## src/hdl/prd_pkg.sv

```systemverilog
`default_nettype none
package prd_pkg;

  localparam int MAX_BLOCK_SAMPLES = 4096;
  localparam int ORDER_FIELD_BITS  = 10;
  localparam int PARAM_FIELD_BITS  = 5;
  localparam int MAX_PART_ORDER    = 10;
  localparam int LEN_W             = 13;
  localparam int VAL_W             = 32;

  typedef enum logic [2:0] {
    PH_TYPE  = 3'd0,
    PH_ORDER = 3'd1,
    PH_PARAM = 3'd2,
    PH_DELTA = 3'd3,
    PH_QUOT  = 3'd4,
    PH_REM   = 3'd5
  } phase_t;

  localparam logic [1:0] KIND_RICE      = 2'd0;
  localparam logic [1:0] KIND_RECURSIVE = 2'd1;
  localparam logic [1:0] KIND_ALLZERO   = 2'd2;
  localparam logic [1:0] KIND_INVALID   = 2'd3;

  localparam logic [1:0] ST_OK        = 2'd0;
  localparam logic [1:0] ST_BAD_TYPE  = 2'd1;
  localparam logic [1:0] ST_BAD_ORDER = 2'd2;

  typedef struct packed {
    logic signed [VAL_W-1:0] sample_value;
    logic [LEN_W-1:0]        repeat_count;
    logic                    last_in_block;
    logic [1:0]              status;
  } res_t;

  // trailing zero count of a non-zero length, capped
  function automatic logic [3:0] max_order(input logic [LEN_W-1:0] len);
    logic [3:0] o;
    logic       hit;
    o   = 4'(MAX_PART_ORDER);
    hit = 1'b0;
    for (int i = 0; i < MAX_PART_ORDER; i++) begin
      if (!hit && len[i]) begin
        o   = 4'(i);
        hit = 1'b1;
      end
    end
    return o;
  endfunction

endpackage
`default_nettype wire

```

## src/hdl/prd_ctrl.sv

```systemverilog
`default_nettype none
module prd_ctrl #(
  parameter int MAX_BLOCK_SAMPLES = prd_pkg::MAX_BLOCK_SAMPLES,
  parameter int ORDER_FIELD_BITS  = prd_pkg::ORDER_FIELD_BITS,
  parameter int PARAM_FIELD_BITS  = prd_pkg::PARAM_FIELD_BITS
) (
  input  wire logic                       clk,
  input  wire logic                       rst_n,
  input  wire logic                       accept,
  input  wire logic                       bit_in,
  input  wire logic [prd_pkg::LEN_W-1:0]  block_samples,
  output prd_pkg::res_t                   res,
  output logic                            res_valid
);

  prd_pkg::phase_t             phase_r, phase_nxt;
  logic [1:0]                  kind_r, kind_nxt;
  logic [5:0]                  cnt_r, cnt_nxt;
  logic [31:0]                 acc_r, acc_nxt;
  logic [31:0]                 zrc_r, zrc_nxt;
  logic [31:0]                 qs_r, qs_nxt;
  logic [3:0]                  order_r, order_nxt;
  logic [4:0]                  rice_r, rice_nxt;
  logic [prd_pkg::LEN_W-1:0]   slp_r, slp_nxt;
  logic [prd_pkg::LEN_W-1:0]   slb_r, slb_nxt;

  logic [prd_pkg::LEN_W-1:0]   eff_len;
  logic [prd_pkg::LEN_W-1:0]   part_len;
  logic [prd_pkg::LEN_W-1:0]   slb_dec, slp_dec;
  logic [31:0]                 acc_sh;
  logic [5:0]                  cnt_inc;
  logic                        recur;
  logic [31:0]                 q_low;
  logic [5:0]                  rem_bits;
  logic [30:0]                 half;
  logic [5:0]                  dsum, dneg;
  logic [4:0]                  new_k;
  logic                        fin;
  logic [31:0]                 fin_u;

  always_comb begin
    eff_len = block_samples;
    if (eff_len == '0) eff_len = prd_pkg::LEN_W'(1);
    if (32'(block_samples) > 32'(MAX_BLOCK_SAMPLES)) eff_len = prd_pkg::LEN_W'(MAX_BLOCK_SAMPLES);
    part_len = eff_len >> order_r;
    if (part_len == '0) part_len = prd_pkg::LEN_W'(1);
  end

  assign acc_sh   = {acc_r[30:0], bit_in};
  assign cnt_inc  = cnt_r + 6'd1;
  assign recur    = (kind_r == prd_pkg::KIND_RECURSIVE);
  assign q_low    = zrc_r + 32'(recur && (zrc_r != '0));
  assign rem_bits = 6'(rice_r) + 6'(recur && (zrc_r == '0));
  assign slb_dec  = (slb_r != '0) ? slb_r - 1'b1 : slb_r;
  assign slp_dec  = (slp_r != '0) ? slp_r - 1'b1 : slp_r;

  // zigzag delta on the parameter, saturated to 0..31
  always_comb begin
    half = zrc_r[31:1];
    dsum = 6'(rice_r) + 6'(half[4:0]);
    dneg = 6'(half[4:0]) + 6'd1;
    if (half > 31'd31) begin
      new_k = zrc_r[0] ? 5'd0 : 5'd31;
    end else if (zrc_r[0]) begin
      new_k = (dneg > 6'(rice_r)) ? 5'd0 : rice_r - dneg[4:0];
    end else begin
      new_k = (dsum > 6'd31) ? 5'd31 : dsum[4:0];
    end
  end

  always_comb begin
    phase_nxt = phase_r;
    kind_nxt  = kind_r;
    cnt_nxt   = cnt_r;
    acc_nxt   = acc_r;
    zrc_nxt   = zrc_r;
    qs_nxt    = qs_r;
    order_nxt = order_r;
    rice_nxt  = rice_r;
    slp_nxt   = slp_r;
    slb_nxt   = slb_r;
    fin       = 1'b0;
    fin_u     = '0;
    res_valid = 1'b0;
    res       = '{sample_value: '0, repeat_count: prd_pkg::LEN_W'(1),
                  last_in_block: 1'b1, status: prd_pkg::ST_OK};

    unique case (phase_r)
      prd_pkg::PH_DELTA, prd_pkg::PH_QUOT: begin
        if (!bit_in) begin
          if (zrc_r != '1) zrc_nxt = zrc_r + 32'd1;
        end else if (phase_r == prd_pkg::PH_DELTA) begin
          rice_nxt  = new_k;
          slp_nxt   = part_len;
          phase_nxt = prd_pkg::PH_QUOT;
          zrc_nxt   = '0;
        end else begin
          acc_nxt = '0;
          cnt_nxt = '0;
          if (rem_bits == '0) begin
            fin   = 1'b1;
            fin_u = q_low;
          end else begin
            qs_nxt    = q_low << rice_r;
            phase_nxt = prd_pkg::PH_REM;
          end
        end
      end
      prd_pkg::PH_REM: begin
        acc_nxt = acc_sh;
        cnt_nxt = cnt_inc;
        if (cnt_inc >= rem_bits) begin
          fin   = 1'b1;
          fin_u = qs_r + acc_sh;
        end
      end
      prd_pkg::PH_ORDER: begin
        acc_nxt = acc_sh;
        cnt_nxt = cnt_inc;
        if (cnt_inc >= 6'(ORDER_FIELD_BITS)) begin
          acc_nxt = '0;
          cnt_nxt = '0;
          if (acc_sh[ORDER_FIELD_BITS-1:0] >
              ORDER_FIELD_BITS'(prd_pkg::max_order(eff_len))) begin
            phase_nxt = prd_pkg::PH_TYPE;
            res_valid = 1'b1;
            res.status = prd_pkg::ST_BAD_ORDER;
          end else begin
            order_nxt = acc_sh[3:0];
            slb_nxt   = eff_len;
            phase_nxt = prd_pkg::PH_PARAM;
          end
        end
      end
      prd_pkg::PH_PARAM: begin
        acc_nxt = acc_sh;
        cnt_nxt = cnt_inc;
        if (cnt_inc >= 6'(PARAM_FIELD_BITS)) begin
          rice_nxt  = (acc_sh[PARAM_FIELD_BITS-1:0] > PARAM_FIELD_BITS'(31)) ?
                      5'd31 : acc_sh[4:0];
          slp_nxt   = part_len;
          acc_nxt   = '0;
          cnt_nxt   = '0;
          phase_nxt = prd_pkg::PH_QUOT;
          zrc_nxt   = '0;
        end
      end
      default: begin
        phase_nxt = prd_pkg::PH_TYPE;
        acc_nxt   = acc_sh;
        cnt_nxt   = cnt_inc;
        if (cnt_inc >= 6'd2) begin
          acc_nxt = '0;
          cnt_nxt = '0;
          unique case (acc_sh[1:0])
            prd_pkg::KIND_ALLZERO: begin
              res_valid = 1'b1;
              res.repeat_count = eff_len;
            end
            prd_pkg::KIND_INVALID: begin
              res_valid = 1'b1;
              res.status = prd_pkg::ST_BAD_TYPE;
            end
            default: begin
              kind_nxt  = acc_sh[1:0];
              phase_nxt = prd_pkg::PH_ORDER;
            end
          endcase
        end
      end
    endcase

    if (fin) begin
      res_valid = 1'b1;
      res.sample_value  = {1'b0, fin_u[31:1]} ^ {32{fin_u[0]}};
      res.last_in_block = (slb_dec == '0);
      slb_nxt = slb_dec;
      slp_nxt = slp_dec;
      acc_nxt = '0;
      cnt_nxt = '0;
      if (slb_dec == '0) begin
        phase_nxt = prd_pkg::PH_TYPE;
      end else begin
        phase_nxt = (slp_dec == '0) ? prd_pkg::PH_DELTA : prd_pkg::PH_QUOT;
        zrc_nxt   = '0;
      end
    end
  end

  always_ff @(posedge clk) begin
    if (!rst_n) begin
      phase_r <= prd_pkg::PH_TYPE;
      kind_r  <= prd_pkg::KIND_RICE;
      cnt_r   <= '0;
      acc_r   <= '0;
      zrc_r   <= '0;
      order_r <= '0;
      rice_r  <= '0;
      slp_r   <= '0;
      slb_r   <= '0;
    end else if (accept) begin
      phase_r <= phase_nxt;
      kind_r  <= kind_nxt;
      cnt_r   <= cnt_nxt;
      acc_r   <= acc_nxt;
      zrc_r   <= zrc_nxt;
      order_r <= order_nxt;
      rice_r  <= rice_nxt;
      slp_r   <= slp_nxt;
      slb_r   <= slb_nxt;
    end
  end

  // shifted quotient, only read in the remainder phase
  always_ff @(posedge clk) begin
    if (accept) qs_r <= qs_nxt;
  end

endmodule
`default_nettype wire

```

## src/hdl/prd_outreg.sv

```systemverilog
`default_nettype none
module prd_outreg (
  input  wire logic           clk,
  input  wire logic           rst_n,
  input  wire logic           accept,
  input  wire prd_pkg::res_t  res,
  input  wire logic           res_valid,
  input  wire logic           out_tready,
  output logic                in_tready,
  output logic                out_tvalid,
  output prd_pkg::res_t       out_res
);

  logic          valid_r, valid_nxt;
  prd_pkg::res_t res_r;

  // take a new bit when no result is held, or while the held one leaves in the same cycle
  assign in_tready = !valid_r || out_tready;

  always_comb begin
    valid_nxt = valid_r;
    if (out_tready) valid_nxt = 1'b0;
    if (accept && res_valid) valid_nxt = 1'b1;
  end

  always_ff @(posedge clk) begin
    if (!rst_n) begin
      valid_r <= 1'b0;
    end else begin
      valid_r <= valid_nxt;
    end
  end

  always_ff @(posedge clk) begin
    if (accept && res_valid) res_r <= res;
  end

  assign out_tvalid = valid_r;
  assign out_res    = res_r;

endmodule
`default_nettype wire

```

## src/hdl/partitioned_rice_decoder.sv

```systemverilog
// A result is registered and presented in the cycle after the coded bit that completes it.
// Throughput: one coded bit per cycle, limited only by the single-stage
// state update and the one-entry result register.
// Reset: synchronous, active low; decoding restarts at a block code type
// and block_samples returns to 4096.
`default_nettype none
module partitioned_rice_decoder #(
  parameter int MAX_BLOCK_SAMPLES = prd_pkg::MAX_BLOCK_SAMPLES,
  parameter int ORDER_FIELD_BITS  = prd_pkg::ORDER_FIELD_BITS,
  parameter int PARAM_FIELD_BITS  = prd_pkg::PARAM_FIELD_BITS
) (
  input  wire logic                      clk,
  input  wire logic                      rst_n,
  input  wire logic                      in_tvalid,
  output logic                           in_tready,
  input  wire logic [7:0]                in_tdata,   // [0] bit_in, [7:1] zero
  output logic                           out_tvalid,
  input  wire logic                      out_tready,
  output logic [47:0]                    out_tdata,  // [31:0] sample_value,
                                                     // [44:32] repeat_count, [47:45] zero
  output logic                           out_tlast,  // last_in_block
  output logic [1:0]                     out_tuser,  // status
  input  wire logic                      cfg_valid,
  output logic                           cfg_ready,
  input  wire logic [prd_pkg::LEN_W-1:0] cfg_data    // block_samples
);

  logic [prd_pkg::LEN_W-1:0] block_samples_r;
  logic                      accept;
  logic                      res_valid;
  prd_pkg::res_t             res;
  prd_pkg::res_t             out_res;

  assign cfg_ready = 1'b1;
  assign accept    = in_tvalid && in_tready;

  always_ff @(posedge clk) begin
    if (!rst_n) begin
      block_samples_r <= prd_pkg::LEN_W'(4096);
    end else if (cfg_valid) begin
      block_samples_r <= cfg_data;
    end
  end

  prd_ctrl #(
    .MAX_BLOCK_SAMPLES (MAX_BLOCK_SAMPLES),
    .ORDER_FIELD_BITS  (ORDER_FIELD_BITS),
    .PARAM_FIELD_BITS  (PARAM_FIELD_BITS)
  ) u_ctrl (
    .clk           (clk),
    .rst_n         (rst_n),
    .accept        (accept),
    .bit_in        (in_tdata[0]),
    .block_samples (block_samples_r),
    .res           (res),
    .res_valid     (res_valid)
  );

  prd_outreg u_outreg (
    .clk        (clk),
    .rst_n      (rst_n),
    .accept     (accept),
    .res        (res),
    .res_valid  (res_valid),
    .out_tready (out_tready),
    .in_tready  (in_tready),
    .out_tvalid (out_tvalid),
    .out_res    (out_res)
  );

  assign out_tdata = {3'b000, out_res.repeat_count, out_res.sample_value};
  assign out_tlast = out_res.last_in_block;
  assign out_tuser = out_res.status;

endmodule
`default_nettype wire

```

## config.mk

```make
export PLATFORM = sky130hd
export DESIGN_NAME = partitioned_rice_decoder
export DESIGN_NICKNAME = d
export VERILOG_FILES = /design/src/hdl/prd_pkg.sv /design/src/hdl/prd_ctrl.sv /design/src/hdl/prd_outreg.sv /design/src/hdl/partitioned_rice_decoder.sv
export SDC_FILE = /design/constraint.sdc
export NUM_CORES = 1
export LEC_CHECK = 0
export CAP_MARGIN = 5
export CORE_ASPECT_RATIO = 2
export CORE_MARGIN = 4
export CORE_UTILIZATION = 32
export CTS_BUF_LIST = sky130_fd_sc_hd__clkbuf_2
export DETAILED_ROUTE_END_ITERATION = 10
export DONT_BUFFER_PORTS = 1
export GPL_TIMING_DRIVEN = 0
export SYNTH_ARGS = -nofsm -noshare
export SYNTH_HDL_FRONTEND = slang
export SYNTH_HIERARCHICAL = 1
export SYNTH_SLANG_ARGS = --single-unit
```

## constraint.sdc

```tcl
create_clock -name clk -period 9.4 [get_ports clk]
set_input_delay 1.41 -clock clk [delete_from_list [all_inputs] [get_ports clk]]
set_output_delay 1.41 -clock clk [all_outputs]
set_load 0.005 [all_outputs]
```

==> results of run 1 <==
-- metal layers --
layer | track usage [%] | wire length [um]
met1 | 21.08 | 20320
met4 | 21.08 | 6735
met2 | 46.08 | 34690
met5 | 0 | 0
met3 | 3.445 | 2879
-- layout make-up --
type | count | share of cell area (%)
flip-flops and latches | 203 | 29.17
clock buffers | 63 | 1.890
multi-input cells | 1494 | 58.79
clock inverters | 24 | 0.7651
diodes | 1 | 0.01500
well taps | 632 | 4.741
inverters | 50 | 1.125
repair buffers | 1 | 0.1200
plain buffers | 136 | 3.391
-- per-stage QoR --
| step | utilization, % | total power [mW] | hold WS (ns) | instances |
|---|---|---|---|---|
| floorplan | - | 2.161 | 0.4436 | 1883 |
| global placement | 34.01 | 2.675 | 0.4533 | 2515 |
| detailed placement | 34.07 | 2.684 | 0.4688 | 2516 |
| global route | 35.01 | 3.512 | 0.5107 | 2604 |
| CTS | 35.00 | 3.321 | 0.4900 | 2603 |
| finish | 35.01 | 3.321 | 0.4901 | 2604 |
-- registers in the layout, indices dropped and copies added, names as in the netlist --
name and cells:
u_ctrl/acc_r 31, u_outreg/out_res 48, u_ctrl/slb_r 13, u_ctrl/cnt_r 6
u_outreg/out_tvalid 1, u_ctrl/kind_r 2, u_ctrl/phase_r 3, u_ctrl/zrc_r 32
u_ctrl/qs_r 32, block_samples_r 13, u_ctrl/order_r 4, u_ctrl/slp_r 13
u_ctrl/rice_r 5
-- worst min-delay path by stage --
| stage | startpoint | depth (start not counted) | to | slack (ns) |
|---|---|---|---|---|
| 3_5_place_dp | u_ctrl/cnt_r[5]$_SDFFE_PN0P_ | 2 | u_ctrl/cnt_r[5]$_SDFFE_PN0P_ | 0.47 |
| 5_1_grt | u_ctrl/cnt_r[5]$_SDFFE_PN0P_ | 2 | u_ctrl/cnt_r[5]$_SDFFE_PN0P_ | 0.51 |
| 4_1_cts | u_ctrl/cnt_r[5]$_SDFFE_PN0P_ | 2 | u_ctrl/cnt_r[5]$_SDFFE_PN0P_ | 0.49 |
| 3_3_place_gp | u_ctrl/cnt_r[5]$_SDFFE_PN0P_ | 2 | u_ctrl/cnt_r[5]$_SDFFE_PN0P_ | 0.45 |
| 6_report | u_ctrl/cnt_r[5]$_SDFFE_PN0P_ | 2 | u_ctrl/cnt_r[5]$_SDFFE_PN0P_ | 0.49 |
| 2_1_floorplan | u_ctrl/cnt_r[5]$_SDFFE_PN0P_ | 2 | u_ctrl/cnt_r[5]$_SDFFE_PN0P_ | 0.44 |
-- kinds of logic after synthesis --
| logic type | count (synthesis) | share of synthesized area (%) |
|---|---|---|
| adders and majority gates | 70 | 5.830 |
| buffers and inverters | 186 | 4.888 |
| xor gates and xnor gates | 93 | 5.286 |
| muxes | 101 | 6.910 |
| other | 2 | 0.04874 |
| DFF | 203 | 31.57 |
| and+or+nand+nor | 658 | 21.32 |
| AOI/OAI and AO/OA | 568 | 24.15 |
-- power groups by stage --
stage          clock network (mW)  registers, mW  logic [mW]
4_1_cts                     0.647           1.09        1.58
6_report                    0.623           1.09        1.61
3_3_place_gp                    0           1.11        1.56
2_1_floorplan                   0           1.07        1.09
3_5_place_dp                    0           1.11        1.58
5_1_grt                     0.685           1.10        1.73
-- worst max-delay path, cell delays in order, from the launching register on --
cell and delay [ns]:
dfxtp_1 0.40, clkbuf_1 0.31, nor4_1 0.32, nand4_1 0.12, nor2_1 0.30, and3_1 0.26
and3b_1 0.18, ha_1 0.19, ha_1 0.26, inv_1 0.07, ha_1 0.22, a21o_1 0.16
a21o_1 0.18, a21o_1 0.20, a21oi_2 0.77, nand2_1 0.24, clkbuf_1 0.36, clkbuf_1 0.41
or3b_2 0.56, nand2_1 0.18, inv_2 0.20, buf_12 0.22
-- placed cells by master (no fill, tap or decap), types with 53 or more instances in the layout --
cell      instances
clkbuf_1        115
xnor2_1          53
clkbuf_2         63
mux2i_1          76
a21oi_1         153
ha_1             67
nand3_1          61
nand2_1         128
dfxtp_1         123
o21ai_0         109
nor3_1           72
nor2_1          176
edfxtp_1         80
==> impl_metrics.yaml, run 1 <==
floorplan:
  ioPinCount: 80
  die_area_mm2: 0.05194
  rows: 113
  start_util_pct: 32.34
  dieWidth_um: 163.2
  core_mm2: 0.04765
  die_y_um: 318.3
sta:
  rsz0062_at_grt: "no"
  timing.setup.tns_ns: 0
  finalCritPeriodShare_pct: 69.47
  finalHoldViolCount: 0
  relSlewSlack_pct: 16.31
  max_freq_mhz: 153.1
  period_needed_ns: 6.530
  finalWorstSetupSlack_ns: 2.870
  finalClockSkew_ns: 0.08773
  final-setup-viol-count: 0
  maxSlewViolCount: 0
  tightest_slew_ns: 1.255
layout:
  seqCellArea_mm2: 0.004865
  area_delta_synth_final_pct: 8.250
  num-nets-final: 2030
  fillers: 5059
  drive_gt1_share_pct: 8.067
  multi_input_area_mm2: 0.009806
  final_area_mm2: 0.01668
cts:
  htreeDepth: 2
  root_buffer: "clkbuf_2"
  post_cts_buffers: 0
  clkLatencyLatePin_ns: 0.97
  cts_buffers: 48
  clockBufferDepth: 3
  cts_tree: "yes"
  clkTransAtPathRegs_ns: 0.12
  post_cts_resized: 0
  clock-sinks: 203
  cts-hold-fix-buffers: 0
synth:
  syn_area_mm2: 0.01541
  synthMostInstantiatedCell: "nor2_1"
  yosysTopAreaCell: "dfxtp_1"
  synth_edf_count: 80
  yosys-top-cells-count: "nor2_1 (177), a21oi_1 (153), nand2_1 (128), dfxtp_1 (123), clkbuf_1 (115)"
  yosysWarnings: 6
  synth_area_leaders: "dfxtp_1 (16%), edfxtp_1 (16%), ha_1 (5.4%), a21oi_1 (5.0%), mux2i_1 (4.9%)"
  seq_area_frac_synth_pct: 31.57
  ys_seq_elements: 203
  synth_flop_cell: "dfxtp_1"
  yosysTopAreaCellShare_pct: 15.98
  synthArstFlopShare_pct: 0
  synth_cells: 1881
  avgSynthCellArea_um2: 8.192
  synth.distinct_cells: 91
critical_path:
  r2r_end: "u_outreg/out_res[30]$_DFFE_PP_"
  crit_path_end: "u_outreg/out_res[30]$_DFFE_PP_"
  cp-start-kind: "flop"
  required_ns: 10.02
  rr_startpoint: "u_ctrl/zrc_r[8]$_SDFFE_PN0P_"
  cp_max_fo: 38
  rrSetupSlack_ns: 2.87
  crit_type: "reg -> reg"
  critPathLaunch: "u_ctrl/zrc_r[8]$_SDFFE_PN0P_"
  cp_data_arrival_time_ns: 7.15
  ff2ff_path_depth: 21
  critPathCaptureType: "flop"
power_and_ir_drop:
  vdd_ir_drop_max_uv: 81.51
  switchingPower_mw: 1.595
  clkPwrFrac_pct: 18.8
  seq_power_share_pct: 32.8
  power_density_mw_per_mm2: 199.1
  p_leak_nw: 6.001
  comb_power_share_pct: 48.4
  switching_share_pct: 48.02
  p_int_mw: 1.726
global_route:
  grt.overflow.total: 0
  antenna_found_initial: 1
  grt_max_degree: 39
  grt_pass1_wl_um: 94850
  grt_pass1_vias: 15610
  grt_usage_pct: 24.10
hold_path:
  hp-class: "reg -> reg"
place:
  dp_hpwl_um: 51720
  port-buffer-count: 0
  placed_area_mm2: 0.01623
  dp_slack_ns: 3.071
  gp_congestion: 1.022
routing:
  drt-pass1-iter-count: 6
  wl_per_cell_um: 24.82
  viasPerCell: 5.924
  drt-total-wl_um: 64620
  vias: 15430
  drcViolationCount: 0
  drtIter0Drc: 1130
  postRouteAntennaNets: 0
status:
  status: "complete, no violations"
run:
  drv_cap: 0
No activity file was read; power rests on OpenSTA's default activity.
==> inputs of run 2 (changes only) <==
==> constraint.sdc (replaced) <==
create_clock -name clk -period 6.49 [get_ports clk]
set_input_delay 0.9735 -clock clk [delete_from_list [all_inputs] [get_ports clk]]
set_output_delay 0.9735 -clock clk [all_outputs]
set_load 0.005 [all_outputs]
==> run 2 against run 1 <==
Non-clock buffer count unchanged. Via count is 0.11% lower. Clock skew up 0.00057 ns. Final cell count is the same. Critical path type unchanged.
==> impl_metrics.yaml, run 2 (synthesis results as in run 1) <==
sta:
  max_freq_mhz: 166.1
  maxSlewViolCount: 0
  timing.hold.ws_ns: 0.1689
  rsz0062_at_grt: "no"
  finalClockSkew_ns: 0.08830
  period_needed_ns: 6.021
  timing.setup.tns_ns: 0
  relSlewSlack_pct: 14.45
  tightest_slew_ns: 1.283
  finalCritPeriodShare_pct: 92.77
  finalWorstSetupSlack_ns: 0.4692
  finalHoldViolCount: 0
  final-setup-viol-count: 0
place:
  placed_area_mm2: 0.01623
  dp_hpwl_um: 51720
  port-buffer-count: 0
  dp.cells: 2516
  dp_slack_ns: 0.1611
  gp_congestion: 1.022
cts:
  htreeDepth: 2
  clkTransAtPathRegs_ns: 0.14
  clock-sinks: 203
  cts_tree: "yes"
  root_buffer: "clkbuf_2"
  post_cts_buffers: 0
  clkLatencyLatePin_ns: 0.97
  cts_buffers: 48
  clockBufferDepth: 3
floorplan:
  start_util_pct: 32.34
  dieWidth_um: 163.2
  die_area_mm2: 0.05194
  rows: 113
  die_y_um: 318.3
  core_mm2: 0.04765
  ioPinCount: 80
status:
  status: "complete, no violations"
hold_path:
  hp-class: "in -> reg"
  whs_path_depth: 2
routing:
  viasPerCell: 5.918
  vias: 15410
  drcViolationCount: 0
  drt-total-wl_um: 64630
  drtIter0Drc: 1148
  postRouteAntennaNets: 0
  wl_per_cell_um: 24.82
  drt-pass1-iter-count: 5
global_route:
  antenna_found_initial: 1
  grt_usage_pct: 24.10
  grt_pass1_wl_um: 94850
  grt.overflow.total: 0
  grt_max_degree: 39
  grt_pass1_vias: 15610
critical_path:
  crit_type: "reg -> reg"
  cp_max_fo: 38
  ff2ff_path_depth: 17
  crit_chain: "clkbuf_1, clkbuf_1, nor4_1, and3_1, and3b_1, ha_1, ha_1, or2_2, a2111oi_2, nand3_2, nand2_1, clkbuf_2, clkbuf_2, or3b_2, nand2_1, inv_2, buf_12"
  max_stage_delay_ns: 0.69
  cp_data_arrival_time_ns: 6.60
  required_ns: 7.07
  crit_slowest_cell: "a2111oi_2"
  cp-start-kind: "flop"
  critPathCaptureType: "flop"
power_and_ir_drop:
  p_leak_nw: 6.014
  power_density_mw_per_mm2: 288.7
  vdd_ir_drop_max_uv: 117.3
  total_power_mw: 4.819
layout:
  drive_gt1_share_pct: 8.219
  final_common_cell: "nor2_1"
  area_delta_synth_final_pct: 8.323
  stdcell_count: 2604
  fin_util_pct: 35.03
  num-nets-final: 2030
  most-common-layout-cells: "nor2_1 (176), a21oi_1 (153), nand2_1 (128)"
  final_area_mm2: 0.01669
  largest_reg_flops: 48
run:
  drv_cap: 0
[run 2: cell counts in the layout (fill, tap and decap cells not counted)]
No cell type changed its count.
[run 2: repair_timing]
action                                  CTS  global route
hold endpoints to repair                  0             0
endpoints found under the setup margin    0            38
hold buffers                              0             0
gates resized for setup                   0             7
[run 2: per-layer routing]
metal	global-route usage (%)	routed length (um)
met5	0	0
met4	21.08	6761
met3	3.445	2826
met2	46.08	34650
met1	21.08	20400
[run 2: area by class of cell]
type | count | area [um2]
fill | 5062 | 30960
multi-input combinational | 1494 | 9813
sequential | 203 | 4865
tap | 632 | 790.8
buffer | 136 | 569.3
clock buffer | 63 | 315.3
inverter | 50 | 187.7
clock inverter | 24 | 127.6
timing repair buffer | 1 | 20.02
antenna | 1 | 2.502
[run 2: power by group]
part / internal (mW) / leakage, nW / switching (mW) / total, mW
registers: 1.46 / 1.75 / 0.121 / 1.58
clock network: 0.313 / 0.336 / 0.588 / 0.901
logic: 0.731 / 3.93 / 1.61 / 2.34
[run 2: critical path, delay by kind of cell (launching register included)]
family	cells	cell delay, ns
buf+inv	6	2.05
simple gates	8	1.95
compound gates	1	0.69
fa+ha+maj	2	0.45
flops	1	0.39
[run 2: worst paths after layout]
kind                                              startpoint                               end  slack [ns]
worst min-delay path                            cfg_data[12]  block_samples_r[12]$_SDFFE_PN1P_        0.17
worst max-delay path            u_ctrl/zrc_r[3]$_SDFFE_PN0P_    u_outreg/out_res[30]$_DFFE_PP_        0.47
worst max register to register  u_ctrl/zrc_r[3]$_SDFFE_PN0P_    u_outreg/out_res[30]$_DFFE_PP_        0.47
worst min register to register  u_ctrl/cnt_r[5]$_SDFFE_PN0P_      u_ctrl/cnt_r[5]$_SDFFE_PN0P_        0.49
==> inputs of run 3 (changes only) <==
--- a/config.mk
+++ b/config.mk
@@ -9,7 +9,8 @@
 export CORE_ASPECT_RATIO = 2
 export CORE_MARGIN = 4
 export CORE_UTILIZATION = 32
-export CTS_BUF_LIST = sky130_fd_sc_hd__clkbuf_2
+export CTS_BUF_LIST = sky130_fd_sc_hd__clkbuf_8
+export CTS_CLUSTER_DIAMETER = 200
 export DETAILED_ROUTE_END_ITERATION = 10
 export DONT_BUFFER_PORTS = 1
 export GPL_TIMING_DRIVEN = 0
==> run 3 against run 2 <==
Sequential share of layout area down 0.56 points. Sequential cell count stayed put. Global-route usage decreased by 0.12 points. Wire length down 0.23%. Worst hold slack better by 0.30 ns. Final cell count fell by 1.2%. Via count fell by 0.82%. Clock power grew 53%. Utilization is 0.69 points higher. Maximum frequency is 3.2% lower. Power up 9.9%. Highest routed layer unchanged.
==> impl_metrics.yaml, run 3 (synthesis results as in run 1) <==
routing:
  viasPerCell: 5.938
  postRouteAntennaNets: 0
  drt-pass1-iter-count: 7
  drcViolationCount: 0
  drtIter0Drc: 1079
  drt-total-wl_um: 64480
  vias: 15280
  wl_per_cell_um: 25.05
floorplan:
  die_y_um: 318.3
  dieWidth_um: 163.2
  ioPinCount: 80
  core_mm2: 0.04765
  rows: 113
  die_area_mm2: 0.05194
  start_util_pct: 32.34
critical_path:
  required_ns: 6.79
  crit_type: "reg -> reg"
  critPathLaunch: "u_ctrl/zrc_r[17]$_SDFFE_PN0P_"
  cp_max_fo: 38
  ff2ff_path_depth: 18
  cp-start-kind: "flop"
  rrSetupSlack_ns: 0.27
  crit_slowest_cell: "a2111oi_2"
  rr_startpoint: "u_ctrl/zrc_r[17]$_SDFFE_PN0P_"
  r2r_end: "u_outreg/out_res[30]$_DFFE_PP_"
  critPathCaptureType: "flop"
  crit_chain: "clkbuf_1, nor4_1, nand4_1, nor2_1, and3_1, and3b_1, ha_1, ha_1, or2_2, a2111oi_2, nand3_2, nand2_1, clkbuf_1, clkbuf_2, or3b_2, nand2_1, inv_2, buf_12"
  cp_data_arrival_time_ns: 6.52
  crit_path_end: "u_outreg/out_res[30]$_DFFE_PP_"
  max_stage_delay_ns: 0.70
sta:
  rsz0062_at_grt: "no"
  final-setup-viol-count: 0
  max_freq_mhz: 160.7
  finalCritPeriodShare_pct: 95.88
  timing.hold.ws_ns: 0.4685
  finalClockSkew_ns: 0.04212
  tightest_slew_ns: 1.321
  maxSlewViolCount: 0
  finalHoldViolCount: 0
  relSlewSlack_pct: 11.94
  period_needed_ns: 6.223
cts:
  htreeDepth: 1
  clkTransAtPathRegs_ns: 0.07
  cts-hold-fix-buffers: 0
  clock-sinks: 203
  root_buffer: "clkbuf_8"
  clkLatencyLatePin_ns: 0.65
  clockBufferDepth: 3
  cts_tree: "yes"
  cts_buffers: 31
place:
  dp_hpwl_um: 51720
  placed_area_mm2: 0.01623
  port-buffer-count: 0
  gp_congestion: 1.022
layout:
  area_delta_synth_final_pct: 10.46
  drive_gt1_share_pct: 6.955
  most-common-layout-cells: "nor2_1 (176), a21oi_1 (153), nand2_1 (128)"
  num-nets-final: 2013
  largest_reg_flops: 48
  final_area_mm2: 0.01702
  fillers: 5009
  final_common_cell: "nor2_1"
hold_path:
  whs_path_depth: 1
  hp-class: "in -> reg"
global_route:
  grt.overflow.total: 0
  antenna_found_initial: 1
  grt_pass1_wl_um: 94630
  grt_usage_pct: 23.97
  grt_pass1_vias: 15430
  grt_max_degree: 39
run:
  drv_cap: 0
power_and_ir_drop:
  power_density_mw_per_mm2: 311.2
  vdd_ir_drop_max_uv: 173.4
  p_leak_nw: 6.076
status:
  status: "complete, no violations"
-- run 3: layout make-up --
type                    instances  area [um2]  area share [%]
inverters                      50       187.7           1.103
flip-flops and latches        203        4865           28.58
clock buffers                  31       426.7           2.507
plain buffers                 136       566.8           3.330
clock inverters                26       347.8           2.044
multi-input cells            1494        9813           57.66
repair buffers                  1       20.02          0.1176
well taps                     632       790.8           4.646
diodes                          1       2.502         0.01470
-- run 3: worst min-delay path by stage --
stage                                  endpoint  slack, ns                         start
6_report       block_samples_r[10]$_SDFFE_PN0P_       0.47                         rst_n
5_1_grt        block_samples_r[10]$_SDFFE_PN0P_       0.45                         rst_n
4_1_cts        block_samples_r[10]$_SDFFE_PN0P_       0.42                         rst_n
3_5_place_dp       u_ctrl/cnt_r[5]$_SDFFE_PN0P_       0.47  u_ctrl/cnt_r[5]$_SDFFE_PN0P_
3_3_place_gp       u_ctrl/cnt_r[5]$_SDFFE_PN0P_       0.45  u_ctrl/cnt_r[5]$_SDFFE_PN0P_
2_1_floorplan      u_ctrl/cnt_r[5]$_SDFFE_PN0P_       0.44  u_ctrl/cnt_r[5]$_SDFFE_PN0P_
-- run 3: what timing repair did --
action | 4_1_cts | 5_1_grt
setup buffers | 0 | 0
endpoints found under the setup margin | 0 | 38
gates resized for setup | 0 | 3
-- run 3: stage by stage --
step / setup slack [ns] / util [%] / std cells / TNS (ns) / power [mW]
final: 0.2671 / 35.72 / 2574 / 0 / 5.297
after floorplan: 1.464 / - / 1883 / 0 / 3.130
after global placement: -0.7320 / 34.01 / 2515 / -34.42 / 3.874
after CTS: 0.08963 / 35.70 / 2573 / 0 / 5.296
after detailed placement: 0.1611 / 34.07 / 2516 / 0 / 3.888
after global routing: 0.03067 / 35.72 / 2574 / 0 / 5.557
-- run 3: critical path: cells and delay by family (launching register included) --
kind                       cells  cell delay, ns
and+or+nand+nor               10            2.11
buffers and inverters          5            2.08
AOI/OAI and AO/OA              1            0.70
DFF                            1            0.42
adders and majority gates      2            0.45
-- run 3: layer usage --
metal	global-route usage, %	routed length, um	vias to the layer above
met3	2.487	2615	265
li1	-	-	7069
met2	46.39	34800	614
met4	19.78	6379	0
met5	0	0	-
met1	21.60	20690	7336
-- run 3: where the power goes --
group | switching (mW) | internal, mW
Clock | 0.573 | 0.807
Sequential | 0.122 | 1.46
Combinational | 1.61 | 0.731
